### config.mk
export PLATFORM = sky130hd
export DESIGN_NAME = mml_note_sequencer
export DESIGN_NICKNAME = d
export VERILOG_FILES = /design/src/mml_pkg.sv /design/src/mml_if.sv /design/src/mml_div.sv /design/src/mml_parse.sv /design/src/mml_note_sequencer.sv
export VERILOG_INCLUDE_DIRS = /design/src /design/src/src
export SDC_FILE = /design/constraint.sdc
export NUM_CORES = 1
export LEC_CHECK = 0
export ABC_CLOCK_PERIOD_IN_PS = 15600
export BUFFER_PORTS_ARGS = -buffer_cell sky130_fd_sc_hd__buf_2
export CAP_MARGIN = 15
export CORE_AREA = 2 2 416 212
export CTS_CLUSTER_DIAMETER = 120
export DETAILED_ROUTE_END_ITERATION = 10
export DIE_AREA = 0 0 418 214
export PLACE_DENSITY = 0.47
export RECOVER_POWER = 100
export SLEW_MARGIN = 20
export SYNTH_ARGS = -nofsm -noshare
export SYNTH_HDL_FRONTEND = slang
export SYNTH_SLANG_ARGS = --single-unit
### constraint.sdc
create_clock -name clk -period 15.6 [get_ports clk]
set_input_delay 0.78 -clock clk [delete_from_list [all_inputs] [get_ports clk]]
set_output_delay 0.78 -clock clk [all_outputs]
set_load 0.005 [all_outputs]
### src/mml_note_sequencer_macros.svh
// ----------------------------------------------------------------------------
// Assertion macros for the note sequencer.
// Shared concurrent assertion forms, clocked on clk with reset disable.
// ----------------------------------------------------------------------------
`ifndef MML_NOTE_SEQUENCER_MACROS_SVH
`define MML_NOTE_SEQUENCER_MACROS_SVH

// Asserts that an antecedent implies a consequent in the same cycle.
`define MML_ASSERT_IMPL(label, ante, cons, msg) \
  label: assert property (@(posedge clk) disable iff (!rst_n) (ante) |-> (cons)) \
    else $error(msg);

// Asserts that an antecedent implies a consequent in the next cycle.
`define MML_ASSERT_NEXT(label, ante, cons, msg) \
  label: assert property (@(posedge clk) disable iff (!rst_n) (ante) |=> (cons)) \
    else $error(msg);

`endif

### src/mml_pkg.sv
// ----------------------------------------------------------------------------
// MML sequencer package
// Shared types, constants and the note frequency table.
// ----------------------------------------------------------------------------
package mml_pkg;

  localparam int MAX_DOTS_DEF = 3;

  localparam logic [1:0] KIND_TONE = 2'd0;
  localparam logic [1:0] KIND_GAP  = 2'd1;
  localparam logic [1:0] KIND_END  = 2'd2;

  typedef struct packed {
    logic [1:0]  event_kind;
    logic [11:0] frequency_hz;
    logic [15:0] duration_ms;
    logic [6:0]  volume_level;
    logic        last_event;
  } evt_t;

  typedef struct packed {
    logic [7:0] char_code;
    logic       track_start;
  } chr_t;

  // Division request and response between the parser and the divider.
  typedef struct packed {
    logic        start;
    logic [31:0] num;
    logic [31:0] den;
  } div_req_t;

  typedef struct packed {
    logic        done;
    logic [15:0] quo;
  } div_rsp_t;

  function automatic logic [11:0] note_freq(input logic [6:0] idx);
    logic [11:0] f;
    case (idx)
      7'd1: f = 12'd16;    7'd2: f = 12'd17;    7'd3: f = 12'd18;
      7'd4: f = 12'd19;    7'd5: f = 12'd20;    7'd6: f = 12'd21;
      7'd7: f = 12'd23;    7'd8: f = 12'd24;    7'd9: f = 12'd25;
      7'd10: f = 12'd27;   7'd11: f = 12'd29;   7'd12: f = 12'd30;
      7'd13: f = 12'd32;   7'd14: f = 12'd34;   7'd15: f = 12'd36;
      7'd16: f = 12'd38;   7'd17: f = 12'd41;   7'd18: f = 12'd43;
      7'd19: f = 12'd46;   7'd20: f = 12'd49;   7'd21: f = 12'd51;
      7'd22: f = 12'd55;   7'd23: f = 12'd58;   7'd24: f = 12'd61;
      7'd25: f = 12'd65;   7'd26: f = 12'd69;   7'd27: f = 12'd73;
      7'd28: f = 12'd77;   7'd29: f = 12'd82;   7'd30: f = 12'd87;
      7'd31: f = 12'd92;   7'd32: f = 12'd98;   7'd33: f = 12'd103;
      7'd34: f = 12'd110;  7'd35: f = 12'd116;  7'd36: f = 12'd123;
      7'd37: f = 12'd130;  7'd38: f = 12'd138;  7'd39: f = 12'd146;
      7'd40: f = 12'd155;  7'd41: f = 12'd164;  7'd42: f = 12'd174;
      7'd43: f = 12'd185;  7'd44: f = 12'd196;  7'd45: f = 12'd207;
      7'd46: f = 12'd220;  7'd47: f = 12'd233;  7'd48: f = 12'd246;
      7'd49: f = 12'd261;  7'd50: f = 12'd277;  7'd51: f = 12'd293;
      7'd52: f = 12'd311;  7'd53: f = 12'd329;  7'd54: f = 12'd349;
      7'd55: f = 12'd370;  7'd56: f = 12'd392;  7'd57: f = 12'd415;
      7'd58: f = 12'd440;  7'd59: f = 12'd466;  7'd60: f = 12'd493;
      7'd61: f = 12'd523;  7'd62: f = 12'd554;  7'd63: f = 12'd587;
      7'd64: f = 12'd622;  7'd65: f = 12'd659;  7'd66: f = 12'd698;
      7'd67: f = 12'd739;  7'd68: f = 12'd783;  7'd69: f = 12'd830;
      7'd70: f = 12'd880;  7'd71: f = 12'd932;  7'd72: f = 12'd987;
      7'd73: f = 12'd1046; 7'd74: f = 12'd1108; 7'd75: f = 12'd1174;
      7'd76: f = 12'd1244; 7'd77: f = 12'd1318; 7'd78: f = 12'd1396;
      7'd79: f = 12'd1479; 7'd80: f = 12'd1567; 7'd81: f = 12'd1661;
      7'd82: f = 12'd1760; 7'd83: f = 12'd1864; 7'd84: f = 12'd1975;
      7'd85: f = 12'd2093; 7'd86: f = 12'd2217; 7'd87: f = 12'd2349;
      7'd88: f = 12'd2489; 7'd89: f = 12'd2637; 7'd90: f = 12'd2793;
      7'd91: f = 12'd2959; 7'd92: f = 12'd3135; 7'd93: f = 12'd3322;
      7'd94: f = 12'd3520; 7'd95: f = 12'd3729; 7'd96: f = 12'd3951;
      default: f = 12'd0;
    endcase
    return f;
  endfunction

endpackage

### src/mml_if.sv
// ----------------------------------------------------------------------------
// MML stream interface
// Valid/ready channel carrying one payload word.
// ----------------------------------------------------------------------------
interface mml_if #(parameter type T = logic);
  logic valid;
  logic ready;
  T     data;
  modport source (output valid, output data, input ready);
  modport sink (input valid, input data, output ready);
endinterface

### src/mml_div.sv
// ----------------------------------------------------------------------------
// MML serial divider
// Restoring divider, one quotient bit per cycle, saturating at 65535.
// ----------------------------------------------------------------------------
module mml_div (
  input  logic              clk,
  input  logic              rst_n,
  input  mml_pkg::div_req_t req,
  output mml_pkg::div_rsp_t rsp
);
  import mml_pkg::*;

  logic [31:0] rem_r, rem_nxt, quo_r, quo_nxt, den_r, den_nxt;
  logic [5:0]  cnt_r, cnt_nxt;
  logic        busy_r, busy_nxt, done_r, done_nxt;
  logic [32:0] trial;

  always_comb begin
    rem_nxt = rem_r;
    quo_nxt = quo_r;
    den_nxt = den_r;
    cnt_nxt = cnt_r;
    busy_nxt = busy_r;
    done_nxt = 1'b0;
    trial = {rem_r, quo_r[31]} - {1'b0, den_r};
    if (req.start) begin
      rem_nxt = '0;
      quo_nxt = req.num;
      den_nxt = req.den;
      cnt_nxt = 6'd32;
      busy_nxt = 1'b1;
    end else if (busy_r) begin
      if (!trial[32]) begin
        rem_nxt = trial[31:0];
        quo_nxt = {quo_r[30:0], 1'b1};
      end else begin
        rem_nxt = {rem_r[30:0], quo_r[31]};
        quo_nxt = {quo_r[30:0], 1'b0};
      end
      cnt_nxt = cnt_r - 6'd1;
      if (cnt_r == 6'd1) begin
        busy_nxt = 1'b0;
        done_nxt = 1'b1;
      end
    end
  end

  always_ff @(posedge clk) begin
    if (!rst_n) begin
      busy_r <= 1'b0;
      done_r <= 1'b0;
      cnt_r <= '0;
    end else begin
      busy_r <= busy_nxt;
      done_r <= done_nxt;
      cnt_r <= cnt_nxt;
    end
    rem_r <= rem_nxt;
    quo_r <= quo_nxt;
    den_r <= den_nxt;
  end

  assign rsp.done = done_r;
  assign rsp.quo = (quo_r[31:16] != 16'd0) ? 16'hFFFF : quo_r[15:0];
endmodule

### src/mml_parse.sv
// ----------------------------------------------------------------------------
// MML parser and sequencer
// Character parse, settings, and event generation around the divider.
// ----------------------------------------------------------------------------
module mml_parse #(
  parameter int MAX_DOTS = mml_pkg::MAX_DOTS_DEF
) (
  input  logic              clk,
  input  logic              rst_n,
  mml_if.sink               chin,
  mml_if.source             evout,
  output mml_pkg::div_req_t dreq,
  input  mml_pkg::div_rsp_t drsp
);
  import mml_pkg::*;

  typedef enum logic [6:0] {
    PH_IDLE = 7'b0000001, PH_MWAIT = 7'b0000010, PH_VALUE = 7'b0000100,
    PH_NSTART = 7'b0001000, PH_NACC = 7'b0010000, PH_NDOTS = 7'b0100000,
    PH_NLEN = 7'b1000000
  } phase_t;

  typedef enum logic [7:0] {
    S_WAIT = 8'b00000001, S_PARSE = 8'b00000010, S_DEN = 8'b00000100,
    S_DON = 8'b00001000, S_DOFF = 8'b00010000, S_OUT1 = 8'b00100000,
    S_OUT2 = 8'b01000000, S_OUT3 = 8'b10000000
  } seq_t;

  localparam int DW = $clog2(MAX_DOTS + 1);

  seq_t   seq_r, seq_nxt;
  phase_t ph_r, ph_nxt;
  logic [6:0] note_r, note_nxt, dlen_r, dlen_nxt, vol_r, vol_nxt;
  logic       flat_r, flat_nxt, play_r, play_nxt, vdig_r, vdig_nxt;
  logic [DW-1:0] dots_r, dots_nxt, fdots_r, fdots_nxt;
  logic [9:0] acc_r, acc_nxt;
  logic [2:0] oct_r, oct_nxt;
  logic [7:0] tempo_r, tempo_nxt, vcmd_r, vcmd_nxt, ch_r, ch_nxt;
  logic [1:0] art_r, art_nxt;
  logic       fin_r, fin_nxt, endt_r, endt_nxt, again_nxt;
  logic [6:0] len_r, len_nxt;
  logic [31:0] den_r, den_nxt;
  logic [15:0] on_r, on_nxt, off_r, off_nxt;
  logic [6:0] fnote_r, fnote_nxt, fvol_r, fvol_nxt;
  evt_t  ev_r, ev_nxt;
  logic  ov_r, ov_nxt;
  div_req_t dreq_nxt;

  logic [7:0] ch;
  logic       digit;
  logic [13:0] acc10;
  logic [9:0]  accd;
  logic [3:0]  artn;
  logic [31:0] kfac;
  logic [6:0]  lenv;
  logic        is_c;

  always_comb begin
    ch = (ch_r >= 8'h41 && ch_r <= 8'h5A) ? ch_r + 8'd32 : ch_r;
    digit = ch >= 8'h30 && ch <= 8'h39;
    acc10 = {acc_r, 3'b0} + {3'b0, acc_r, 1'b0} + {10'd0, ch[3:0]};
    accd = (acc10 > 14'd1023) ? 10'd1023 : acc10[9:0];
    artn = (art_r == 2'd1) ? 4'd8 : ((art_r == 2'd2) ? 4'd6 : 4'd7);
    kfac = (32'd240000 << (fdots_r + 1)) - 32'd240000;
    lenv = (acc_r == 10'd0) ? 7'd1 : ((acc_r > 10'd64) ? 7'd64 : acc_r[6:0]);
    is_c = (note_r == 7'd1) || (note_r == 7'd13) || (note_r == 7'd25) ||
           (note_r == 7'd37) || (note_r == 7'd49) || (note_r == 7'd61) ||
           (note_r == 7'd73) || (note_r == 7'd85);
  end

  always_comb begin
    seq_nxt = seq_r; ph_nxt = ph_r; note_nxt = note_r; dlen_nxt = dlen_r;
    vol_nxt = vol_r; flat_nxt = flat_r; play_nxt = play_r; vdig_nxt = vdig_r;
    dots_nxt = dots_r; acc_nxt = acc_r; oct_nxt = oct_r; tempo_nxt = tempo_r;
    vcmd_nxt = vcmd_r; ch_nxt = ch_r; art_nxt = art_r; fin_nxt = fin_r;
    endt_nxt = endt_r; again_nxt = 1'b0; len_nxt = len_r; den_nxt = den_r;
    on_nxt = on_r; off_nxt = off_r; fnote_nxt = fnote_r; fvol_nxt = fvol_r;
    fdots_nxt = fdots_r;
    ev_nxt = ev_r; ov_nxt = ov_r;
    dreq_nxt = '0;
    case (seq_r)
      S_WAIT: begin
        if (chin.valid && !ov_r) begin
          ch_nxt = chin.data.char_code;
          fin_nxt = 1'b0;
          endt_nxt = 1'b0;
          seq_nxt = S_PARSE;
          if (chin.data.track_start) begin
            ph_nxt = PH_IDLE; note_nxt = '0; flat_nxt = 1'b0; dots_nxt = '0;
            acc_nxt = '0; oct_nxt = 3'd4; dlen_nxt = 7'd4; tempo_nxt = 8'd120;
            vol_nxt = 7'd127; art_nxt = 2'd0; vcmd_nxt = '0; vdig_nxt = 1'b0;
            play_nxt = 1'b1;
          end else if (!play_r) begin
            seq_nxt = S_WAIT;
          end
        end
      end
      S_PARSE: begin
        seq_nxt = S_DEN;
        case (ph_r)
          PH_IDLE: begin
            case (ch)
              8'h61, 8'h62, 8'h63, 8'h64, 8'h65, 8'h66, 8'h67: begin
                case (ch)
                  8'h61: note_nxt = 7'd10 + {oct_r, 3'b0} + {1'b0, oct_r, 2'b0};
                  8'h62: note_nxt = 7'd12 + {oct_r, 3'b0} + {1'b0, oct_r, 2'b0};
                  8'h63: note_nxt = 7'd1 + {oct_r, 3'b0} + {1'b0, oct_r, 2'b0};
                  8'h64: note_nxt = 7'd3 + {oct_r, 3'b0} + {1'b0, oct_r, 2'b0};
                  8'h65: note_nxt = 7'd5 + {oct_r, 3'b0} + {1'b0, oct_r, 2'b0};
                  8'h66: note_nxt = 7'd6 + {oct_r, 3'b0} + {1'b0, oct_r, 2'b0};
                  default: note_nxt = 7'd8 + {oct_r, 3'b0} + {1'b0, oct_r, 2'b0};
                endcase
                flat_nxt = 1'b0; dots_nxt = '0; acc_nxt = '0; ph_nxt = PH_NSTART;
              end
              8'h70, 8'h72: begin
                note_nxt = '0; flat_nxt = 1'b0; dots_nxt = '0; acc_nxt = '0;
                ph_nxt = PH_NSTART;
              end
              8'h6C, 8'h6F, 8'h74, 8'h76, 8'h6E: begin
                vcmd_nxt = ch; vdig_nxt = 1'b0; acc_nxt = '0; ph_nxt = PH_VALUE;
              end
              8'h6D: ph_nxt = PH_MWAIT;
              8'h3C: if (oct_r != 3'd0) oct_nxt = oct_r - 3'd1;
              8'h3E: if (oct_r != 3'd7) oct_nxt = oct_r + 3'd1;
              8'h00, 8'h2C: begin
                endt_nxt = 1'b1; play_nxt = 1'b0; ph_nxt = PH_IDLE;
              end
              default: ;
            endcase
          end
          PH_MWAIT: begin
            ph_nxt = PH_IDLE;
            if (ch == 8'h6E) art_nxt = 2'd0;
            else if (ch == 8'h6C) art_nxt = 2'd1;
            else if (ch == 8'h73) art_nxt = 2'd2;
            else if (ch == 8'h00 || ch == 8'h2C) begin
              endt_nxt = 1'b1; play_nxt = 1'b0;
            end
          end
          PH_VALUE: begin
            if (digit) begin
              acc_nxt = accd; vdig_nxt = 1'b1;
            end else begin
              ph_nxt = PH_IDLE;
              again_nxt = 1'b1;
              seq_nxt = S_PARSE;
              if (vdig_r) begin
                case (vcmd_r)
                  8'h6C: dlen_nxt = lenv;
                  8'h6F: oct_nxt = (acc_r > 10'd7) ? 3'd7 : acc_r[2:0];
                  8'h74: tempo_nxt = (acc_r < 10'd32) ? 8'd32 :
                                     ((acc_r > 10'd255) ? 8'd255 : acc_r[7:0]);
                  8'h76: vol_nxt = (acc_r > 10'd127) ? 7'd127 : acc_r[6:0];
                  default: begin
                    note_nxt = (acc_r > 10'd96) ? 7'd96 : acc_r[6:0];
                    flat_nxt = 1'b0; dots_nxt = '0; acc_nxt = '0;
                    ph_nxt = PH_NSTART;
                  end
                endcase
              end
            end
          end
          PH_NSTART, PH_NACC, PH_NDOTS, PH_NLEN: begin
            if (ph_r == PH_NSTART && (ch == 8'h2B || ch == 8'h23)) begin
              if (note_r != 7'd0 && note_r < 7'd96) note_nxt = note_r + 7'd1;
              ph_nxt = PH_NACC;
            end else if (ph_r == PH_NSTART && ch == 8'h2D) begin
              if (note_r != 7'd0) begin
                if (is_c) flat_nxt = 1'b1;
                note_nxt = note_r - 7'd1;
              end
              ph_nxt = PH_NACC;
            end else if (ph_r == PH_NSTART && ch == 8'h2E) begin
              dots_nxt = DW'(1); ph_nxt = PH_NDOTS;
            end else if (ph_r == PH_NDOTS && ch == 8'h2E) begin
              if (dots_r < DW'(MAX_DOTS)) dots_nxt = dots_r + DW'(1);
            end else if (digit) begin
              acc_nxt = accd; ph_nxt = PH_NLEN;
            end else begin
              fin_nxt = 1'b1;
              len_nxt = (ph_r == PH_NLEN) ? lenv : dlen_r;
              fnote_nxt = note_r;
              fvol_nxt = vol_r;
              fdots_nxt = dots_r;
              ph_nxt = PH_IDLE;
              again_nxt = 1'b1;
              seq_nxt = S_PARSE;
            end
          end
          default: ph_nxt = PH_IDLE;
        endcase
        if (!again_nxt && !fin_r && !endt_nxt) seq_nxt = S_WAIT;
        else if (!again_nxt && fin_r) seq_nxt = S_DEN;
        else if (!again_nxt) seq_nxt = S_OUT3;
      end
      S_DEN: begin
        den_nxt = ({25'd0, len_r} * {24'd0, tempo_r}) << (fdots_r + 3);
        seq_nxt = S_DON;
        dreq_nxt.start = 1'b1;
        dreq_nxt.num = kfac * {28'd0, artn};
        dreq_nxt.den = ({25'd0, len_r} * {24'd0, tempo_r}) << (fdots_r + 3);
      end
      S_DON: begin
        if (drsp.done) begin
          on_nxt = drsp.quo;
          dreq_nxt.start = 1'b1;
          dreq_nxt.num = kfac * {28'd0, 4'd8 - artn};
          dreq_nxt.den = den_r;
          seq_nxt = S_DOFF;
        end
      end
      S_DOFF: begin
        if (drsp.done) begin
          off_nxt = drsp.quo;
          seq_nxt = S_OUT1;
        end
      end
      S_OUT1: begin
        if (!ov_r) begin
          ev_nxt = '{KIND_TONE, note_freq(fnote_r), on_r, fvol_r,
                     (off_r == 16'd0) && !endt_r};
          ov_nxt = 1'b1;
          seq_nxt = (off_r != 16'd0) ? S_OUT2 : (endt_r ? S_OUT3 : S_WAIT);
        end
      end
      S_OUT2: begin
        if (!ov_r) begin
          ev_nxt = '{KIND_GAP, 12'd0, off_r, 7'd0, !endt_r};
          ov_nxt = 1'b1;
          seq_nxt = endt_r ? S_OUT3 : S_WAIT;
        end
      end
      S_OUT3: begin
        if (!ov_r) begin
          ev_nxt = '{KIND_END, 12'd0, 16'd0, 7'd0, 1'b1};
          ov_nxt = 1'b1;
          seq_nxt = S_WAIT;
        end
      end
      default: seq_nxt = S_WAIT;
    endcase
    if (ov_r && evout.ready) ov_nxt = 1'b0;
    if ((seq_r == S_OUT1 || seq_r == S_OUT2 || seq_r == S_OUT3) && !ov_r) ov_nxt = 1'b1;
  end

  always_ff @(posedge clk) begin
    if (!rst_n) begin
      seq_r <= S_WAIT; ph_r <= PH_IDLE; note_r <= '0; flat_r <= 1'b0; dots_r <= '0;
      acc_r <= '0; oct_r <= 3'd4; dlen_r <= 7'd4; tempo_r <= 8'd120;
      vol_r <= 7'd127; art_r <= 2'd0; play_r <= 1'b0; vcmd_r <= '0;
      vdig_r <= 1'b0; fin_r <= 1'b0; endt_r <= 1'b0; ov_r <= 1'b0;
      dreq <= '0;
    end else begin
      seq_r <= seq_nxt; ph_r <= ph_nxt; note_r <= note_nxt; flat_r <= flat_nxt;
      dots_r <= dots_nxt; acc_r <= acc_nxt; oct_r <= oct_nxt; dlen_r <= dlen_nxt;
      tempo_r <= tempo_nxt; vol_r <= vol_nxt; art_r <= art_nxt;
      play_r <= play_nxt; vcmd_r <= vcmd_nxt; vdig_r <= vdig_nxt;
      fin_r <= fin_nxt; endt_r <= endt_nxt; ov_r <= ov_nxt;
      dreq <= dreq_nxt;
    end
    ch_r <= ch_nxt; len_r <= len_nxt; den_r <= den_nxt; on_r <= on_nxt;
    off_r <= off_nxt; fnote_r <= fnote_nxt; fvol_r <= fvol_nxt; ev_r <= ev_nxt;
    fdots_r <= fdots_nxt;
  end

  assign chin.ready = (seq_r == S_WAIT) && !ov_r;
  assign evout.valid = ov_r;
  assign evout.data = ev_r;
endmodule

### src/mml_note_sequencer.sv
// ----------------------------------------------------------------------------
// MML note sequencer
// Plays one track of MML text, one character word in, up to three events out.
// ----------------------------------------------------------------------------
// Channel   Dir  Word
// in_       in   char_code, track_start
// out_      out  event_kind, frequency_hz, duration_ms, volume_level, last_event
//
// A character that ends a value is parsed a second time.
// A completed note adds two serial divisions.
// Each event waits in the output register until taken; input stalls meanwhile.
// Synchronous active-low reset restores the default settings, not playing.
// ----------------------------------------------------------------------------
`include "mml_note_sequencer_macros.svh"

module mml_note_sequencer #(
  parameter int MAX_DOTS = mml_pkg::MAX_DOTS_DEF
) (
  input  logic        clk,
  input  logic        rst_n,
  input  logic        in_valid,
  output logic        in_ready,
  input  logic [7:0]  in_char_code,
  input  logic        in_track_start,
  output logic        out_valid,
  input  logic        out_ready,
  output logic [1:0]  out_event_kind,
  output logic [11:0] out_frequency_hz,
  output logic [15:0] out_duration_ms,
  output logic [6:0]  out_volume_level,
  output logic        out_last_event
);
  import mml_pkg::*;

  mml_if #(.T(chr_t)) chin ();
  mml_if #(.T(evt_t)) evout ();
  div_req_t dreq;
  div_rsp_t drsp;

  assign chin.valid = in_valid;
  assign chin.data = '{in_char_code, in_track_start};
  assign in_ready = chin.ready;
  assign out_valid = evout.valid;
  assign evout.ready = out_ready;
  assign out_event_kind = evout.data.event_kind;
  assign out_frequency_hz = evout.data.frequency_hz;
  assign out_duration_ms = evout.data.duration_ms;
  assign out_volume_level = evout.data.volume_level;
  assign out_last_event = evout.data.last_event;

  mml_parse #(.MAX_DOTS(MAX_DOTS)) u_parse (
    .clk(clk), .rst_n(rst_n), .chin(chin), .evout(evout), .dreq(dreq), .drsp(drsp)
  );

  mml_div u_div (.clk(clk), .rst_n(rst_n), .req(dreq), .rsp(drsp));

  `MML_ASSERT_IMPL(a_no_in_while_out, out_valid, !in_ready, "input taken with event pending")
  `MML_ASSERT_IMPL(a_end_last, out_valid && out_event_kind == KIND_END, out_last_event, "end not last")
  `MML_ASSERT_IMPL(a_gap_silent, out_valid && out_event_kind == KIND_GAP, out_frequency_hz == 12'd0, "gap has tone")
endmodule

==> impl_metrics.tcl, run 1 <==
set metrics [dict create \
    status "finished with violations" \
    violations "capacitance limit, slew limit" \
    synth.avg_cell_area_um2 9.35 \
    fin_area_mm2 0.0281 \
    rr_endpoint "u_parse.dreq[62]" \
    crit_type "reg -> reg" \
    root_buffer "clkbuf_16" \
    die_w_um 418 \
    grt_setup_unrepaired "false" \
    post-route-min-period_ns 8.85 \
    ys_top_cells_by_area "edfxtp_1 (21%), dfxtp_1 (14%), ha_1 (8.9%)" \
    fin_skew_ns 0.0146 \
    whs_endpoint "u_parse.ch_r[5]" \
    async_reset_ff_share_pct 0 \
    cp_max_fo 34 \
    cts_sinks 351 \
    dp_slack_ns 8.21 \
    hold_start "in_char_code[5]" \
    worstSetupStartpointType "flip-flop" \
    yosys.area.top_type_share_pct 20.8 \
    synth_top_area_cell "edfxtp_1" \
    drt-met1-wl_mm 34.3 \
    power_mw 2.46 \
    num_io_pins 53 \
    postSynthCellCount 2729 \
    start_util_pct 29.9 \
    final.setup.worst_slack_ns 6.75 \
    ys_ff_latch 351 \
    fmax_mhz 113 \
    core_mm2 0.0855 \
    setup_violations 0 \
    leakagePower_nw 11.0 \
    top_layer "met4" \
    ctsResizeCount 0 \
    finish.utilization_pct 32.9 \
    wl_met3_mm 2.41 \
    yosys_warnings 0 \
    antenna_found_initial 0 \
    worst_hold_path_type "in -> reg" \
    drtAntennaViolNets 0 \
    cts.hold.buffers_added 0 \
    rows 76 \
    cts_buffers 39 \
    drive_gt1_share_pct 7.39 \
    syn_area_mm2 0.0255 \
    avgViaCountPerCell 5.04 \
    grt_overflow 0 \
    grt_usage_pct 15.2 \
    synth_edf_count 177 \
    finalCritPeriodShare_pct 56.7 \
    nets 3026 \
    timing.hold.ws_ns 0.376 \
    vias 19600 \
    relSlewSlack_pct -146 \
    drc 0 \
    r2r_slack_ns 6.75 \
    grt_pass1_wl_mm 111 \
    clkLatencyLatePin_ns 0.58 \
    grt_pass1_vias 19700 \
    setup_tns_ns 0 \
    slew_viol_final 419 \
    hold_viol 0 \
    r2r_cells 21 \
    hold_depth 1 \
    gp_congestion 0.873 \
    crit_required_ns 16.07 \
    layout_common_cells "nand2_1 (235), nor2_1 (219), ha_1 (181)" \
    portBuffers 52 \
    hpwlAfterDp_mm 50.6 \
    worst_pin_slew_ns 3.69 \
    yosysSeqAreaShare_pct 34.5 \
    layout.cells.most_common "nand2_1" \
    first_pass_iters 5 \
    path_clk_slew_ns 0.07 \
    routed_wl_mm 68.3 \
    cts_max_level 2 \
    irDropWorstVdd_v 0.0000668 \
    ys.flop_type "edfxtp_1" \
    cts_tree "built" \
    critPathCaptureType "flip-flop" \
    wl_met2_mm 30.4 \
    cap_violations 11 \
    wl_per_cell_um 17.5 \
    powerDensity_mw_per_mm2 87.6 \
    final_cell_count_no_fill 3890 \
    fp.dieH_um 214 \
    dpl_cell_area_mm2 0.0269 \
    clk_path_buf_depth 3 \
    cts_setup_buffers 0 \
    worstPathArrival_ns 9.32 \
    num_antenna_cells 0 \
    grt_max_degree 71 \
    dp_cells 3818 \
    drt-initial-drc-count 1197 \
    area_growth_pct 10.1 \
    r2r_start "u_parse.fdots_r[0]" \
    ys_types 100 \
    die_area_mm2 0.0895 \
]
area by class of cell:
class	instances	area, um^2
repair buffers	80	379
inverters	173	649
fillers	8824	57400
clock buffers	51	1120
flip-flops and latches	351	8800
multi-input cells	2083	15500
well taps	1131	1420
clock inverters	21	267
cell usage after synthesis (15+ instances only):
cell      instances
nand2_1         235
nor2_1          220
ha_1            181
edfxtp_1        177
dfxtp_1         174
inv_1           168
o21ai_0         144
a21oi_1         127
clkbuf_1        106
fa_1            104
and2_1           97
xnor2_1          70
nor2b_1          62
nor3_1           56
nand3_1          50
a211oi_1         47
mux2_2           46
nand2b_1         40
mux2i_1          39
xor2_1           34
a21o_1           31
a22oi_1          28
or2_2            27
or3_1            27
a22o_1           26
nor4_1           25
o21a_1           25
a31oi_1          21
and3_1           17
o31ai_1          17
a21boi_0         16
o211ai_1         15
o21bai_1         15
flip-flops by register name (all words and copies together), names as in the netlist, 8 cells and up, named ones only:
| signal | flops |
|---|---|
| u_div.den_r | 22 |
| u_parse.ch_r | 8 |
| u_parse.off_r | 16 |
| u_parse.vcmd_r | 8 |
| u_parse.evout.data | 38 |
| u_parse.on_r | 16 |
| u_div.quo_r | 32 |
| u_parse.tempo_r | 8 |
| u_parse.den_r | 22 |
| u_parse.seq_r | 8 |
| u_div.rem_r | 32 |
| u_parse.dreq | 48 |
| u_parse.acc_r | 10 |
worst max-delay path: stages, from the launching register on:
cell and delay, ns:
edfxtp_1 0.33, clkbuf_1 1.03, inv_1 0.77, ha_1 1.17, inv_1 0.64, a221oi_1 0.85
nor2_1 0.18, a21o_1 0.20, ha_1 0.17, a21oi_1 0.16, fa_1 0.45, inv_1 0.07
ha_1 0.27, a21oi_1 0.31, o21ai_0 0.14, a21oi_1 0.26, a21oi_1 0.20, a2111oi_0 0.71
o31ai_1 0.20, xnor2_1 0.17, o22ai_1 0.09, a311o_1 0.34
per-layer routing:
| layer | vias up | GRT usage, % |
|---|---|---|
| met3 | 77 | 1.98 |
| li1 | 9762 | - |
| met1 | 9440 | 22.0 |
| met2 | 345 | 24.1 |
| met5 | - | 0 |
| met4 | 0 | 3.16 |
cells by family (layout without fill, tap and decap cells):
| logic type | count (synthesis) | count (layout) | share of synthesized area [%] |
|---|---|---|---|
| AND/OR/NAND/NOR | 928 | 928 | 18.3 |
| AO/OA/AOI/OAI | 658 | 658 | 17.7 |
| flip-flops | 351 | 351 | 34.5 |
| buffers and inverters | 310 | 325 | 4.90 |
| adder cells (fa/ha/maj) | 285 | 285 | 17.0 |
| XOR/XNOR | 104 | 104 | 3.57 |
| multiplexers | 91 | 91 | 3.99 |
| other | 2 | 17 | 0.0294 |
power breakdown:
group | switching, mW | internal, mW
clock | 0.416 | 0.586
sequential | 0.0266 | 0.993
combinational | 0.262 | 0.180
total | 0.704 | 1.76
how the worst max path moves through the flow:
stage	start	to	slack, ns	depth (start not counted)
after global routing	u_parse.fdots_r[0]	u_parse.dreq[62]	5.71	21
after CTS	u_parse.fdots_r[0]	u_parse.dreq[62]	8.18	21
after global placement	u_parse.fdots_r[0]	u_parse.dreq[62]	8.42	21
final	u_parse.fdots_r[0]	u_parse.dreq[62]	6.75	21
after floorplan	u_parse.fdots_r[0]	u_parse.dreq[60]	9.44	22
after detailed placement	u_parse.fdots_r[0]	u_parse.dreq[62]	8.21	21
(Power assumes the default switching activity.)
==> run 2, diff against run 1 <==
--- a/config.mk
+++ b/config.mk
@@ -6,14 +6,14 @@
 export SDC_FILE = /design/constraint.sdc
 export NUM_CORES = 1
 export LEC_CHECK = 0
-export ABC_CLOCK_PERIOD_IN_PS = 15600
+export ABC_CLOCK_PERIOD_IN_PS = 7400
 export BUFFER_PORTS_ARGS = -buffer_cell sky130_fd_sc_hd__buf_2
 export CAP_MARGIN = 15
 export CORE_AREA = 2 2 416 212
 export CTS_CLUSTER_DIAMETER = 120
 export DETAILED_ROUTE_END_ITERATION = 10
 export DIE_AREA = 0 0 418 214
-export PLACE_DENSITY = 0.47
+export PLACE_DENSITY = 0.48
 export RECOVER_POWER = 100
 export SLEW_MARGIN = 20
 export SYNTH_ARGS = -nofsm -noshare
==> constraint.sdc (replaced) <==
create_clock -name clk -period 7.4 [get_ports clk]
set_input_delay 0.37 -clock clk [delete_from_list [all_inputs] [get_ports clk]]
set_output_delay 0.37 -clock clk [all_outputs]
set_load 0.005 [all_outputs]
==> run 2 against run 1 <==
  * The flow still finishes with violations (capacitance limit, slew limit)
  * Sequential power is 110% higher
  * Cell area increased by 0.36%
  * Clock power is 110% higher
  * Critical path depth is 4 higher
  * Maximum frequency up 37%
  * Final cell count is 0.21% higher
  * Largest power group unchanged
  * Flip-flop and latch count unchanged
  * Total power rose by 110%
  * Routed wire length fell by 2.1%
  * Largest cell class unchanged
  * Clock-buffer cell count down 2
==> impl_metrics.tcl, run 2 (synthesized netlist as in run 1, its figures left out) <==
set metrics [dict create \
    slew_viol_final 380 \
    num_antenna_cells 0 \
    worst_hold_path_type "in -> reg" \
    antenna_found_initial 1 \
    first_pass_iters 5 \
    cp_max_fo 30 \
    clk_path_buf_depth 3 \
    leakagePower_nw 11.0 \
    path_clk_slew_ns 0.06 \
    worstSetupStartpointType "flip-flop" \
    num_io_pins 53 \
    fp.dieH_um 214 \
    fin_area_mm2 0.0282 \
    crit_required_ns 7.86 \
    routed_wl_mm 66.8 \
    hpwlAfterDp_mm 49.3 \
    wl_per_cell_um 17.1 \
    critPathCaptureType "flip-flop" \
    irDropWorstVdd_v 0.000126 \
    drc 0 \
    area_growth_pct 10.5 \
    final_cell_count_no_fill 3898 \
    portBuffers 52 \
    multiInputGateArea_mm2 0.0155 \
    fmax_mhz 155 \
    crit_start "u_parse.fdots_r[0]" \
    cts_sinks 351 \
    finish.utilization_pct 33.0 \
    drt-initial-drc-count 1298 \
    root_buffer "clkbuf_16" \
    hold_start "out_ready" \
    layout_common_cells "nand2_1 (235), nor2_1 (219), ha_1 (181)" \
    setup_tns_ns 0 \
    rows 76 \
    worstPathArrival_ns 6.92 \
    hold_viol 0 \
    die_area_mm2 0.0895 \
    largest_reg_flops 48 \
    core_mm2 0.0855 \
    gp_congestion 0.856 \
    powerDensity_mw_per_mm2 185 \
    fin_skew_ns 0.0206 \
    nFillCells 8837 \
    dp_cells 3818 \
    grt_setup_unrepaired "false" \
    relSlewSlack_pct -177 \
    status "finished with violations" \
    layout.cells.most_common "nand2_1" \
    grt_overflow 0 \
    cts_buffers 39 \
    grt_max_degree 79 \
    nets 3034 \
    cap_violations 8 \
    start_util_pct 29.9 \
    top_register "u_parse.dreq" \
    crit_type "reg -> reg" \
    r2r_start "u_parse.fdots_r[0]" \
    setup_violations 0 \
    worst_pin_slew_ns 4.16 \
    cts_tree "built" \
    dpl_cell_area_mm2 0.0269 \
    violations "capacitance limit, slew limit" \
    finalCritPeriodShare_pct 87.3 \
    avgViaCountPerCell 5.05 \
    drive_gt1_share_pct 7.73 \
    seqCellArea_mm2 0.00880 \
    grt_usage_pct 14.8 \
    grt_pass1_vias 19200 \
    cts_max_level 2 \
    clkLatencyLatePin_ns 0.58 \
    grt_pass1_wl_mm 108 \
    drtAntennaViolNets 0 \
    vias 19700 \
    post-route-min-period_ns 6.46 \
    die_w_um 418 \
]
## run 2: changes by cell type in the layout (fill, tap and decap cells not counted), sizes merged
cell         before  now
clkinv            9   11
inv             179  177
clkbuf           90   80
bufinv            4    6
buf              41   49
dlygate4sd3       0    8
## run 2: layer usage
metal,up-vias,global-route usage [%],share of wire [%],routed length (um)
li1,9773,-,-,-
met1,9472,21.6,51,33800
met2,348,23.0,44,29400
met3,74,2.08,3.7,2500
met4,0,3.27,1.7,1110
met5,-,0,0,0
## run 2: repair_timing
action | in CTS | in global routing
hold buffers | 8 | 0
resized for setup | 0 | 0
hold endpoints to repair | 8 | 0
setup buffers | 0 | 0
## run 2: power breakdown
part	internal, mW	total (mW)	switching (mW)
sequential	2.09	2.16	0.0618
combinational	0.383	0.940	0.556
clock	1.24	2.11	0.867
total	3.72	5.20	1.48
## run 2: worst paths after layout
kind,endpoint,cells past startpoint,slack [ns]
worst max-delay path,u_parse.dreq[62],25,0.94
worst min-delay path,u_parse.evout.valid,3,0.13
worst max register to register,u_parse.dreq[62],25,0.94
worst min register to register,u_div.den_r[15],0,0.40
## run 2: critical path, stage by stage, from the launching register on
cell	delay (ns)
edfxtp_1	0.40
inv_2	0.35
ha_1	0.21
buf_4	0.30
inv_1	0.22
buf_4	0.24
nand2_1	0.09
nor2_1	0.04
a221oi_1	0.26
o221ai_1	0.30
nor2_1	0.17
a21oi_1	0.06
ha_1	0.30
inv_1	0.05
fa_1	0.50
inv_1	0.04
ha_1	0.34
a21oi_1	0.24
o21ai_0	0.12
a21oi_1	0.23
a21oi_1	0.20
a2111oi_0	0.86
o31ai_1	0.22
xnor2_1	0.18
o22ai_1	0.08
a311o_1	0.33
## run 2: final cells by class
cell class                 instances  area share, %
multi-input combinational       2083           54.9
clock buffer                      49           3.74
tap                             1131           5.02
sequential                       351           31.2
inverter                         173           2.30
timing repair buffer              88           1.70
clock inverter                    23           1.15
## run 2: per-stage QoR
step / setup slack [ns] / total power, mW / hold WS, ns
final: 0.943 / 5.20 / 0.128
after global placement: 0.933 / 3.13 / 0.390
after global routing: 0.412 / 5.48 / 0.111
after detailed placement: 0.929 / 3.14 / 0.389
after CTS: 0.900 / 5.28 / 0.0987
after floorplan: 1.24 / 2.93 / 0.386
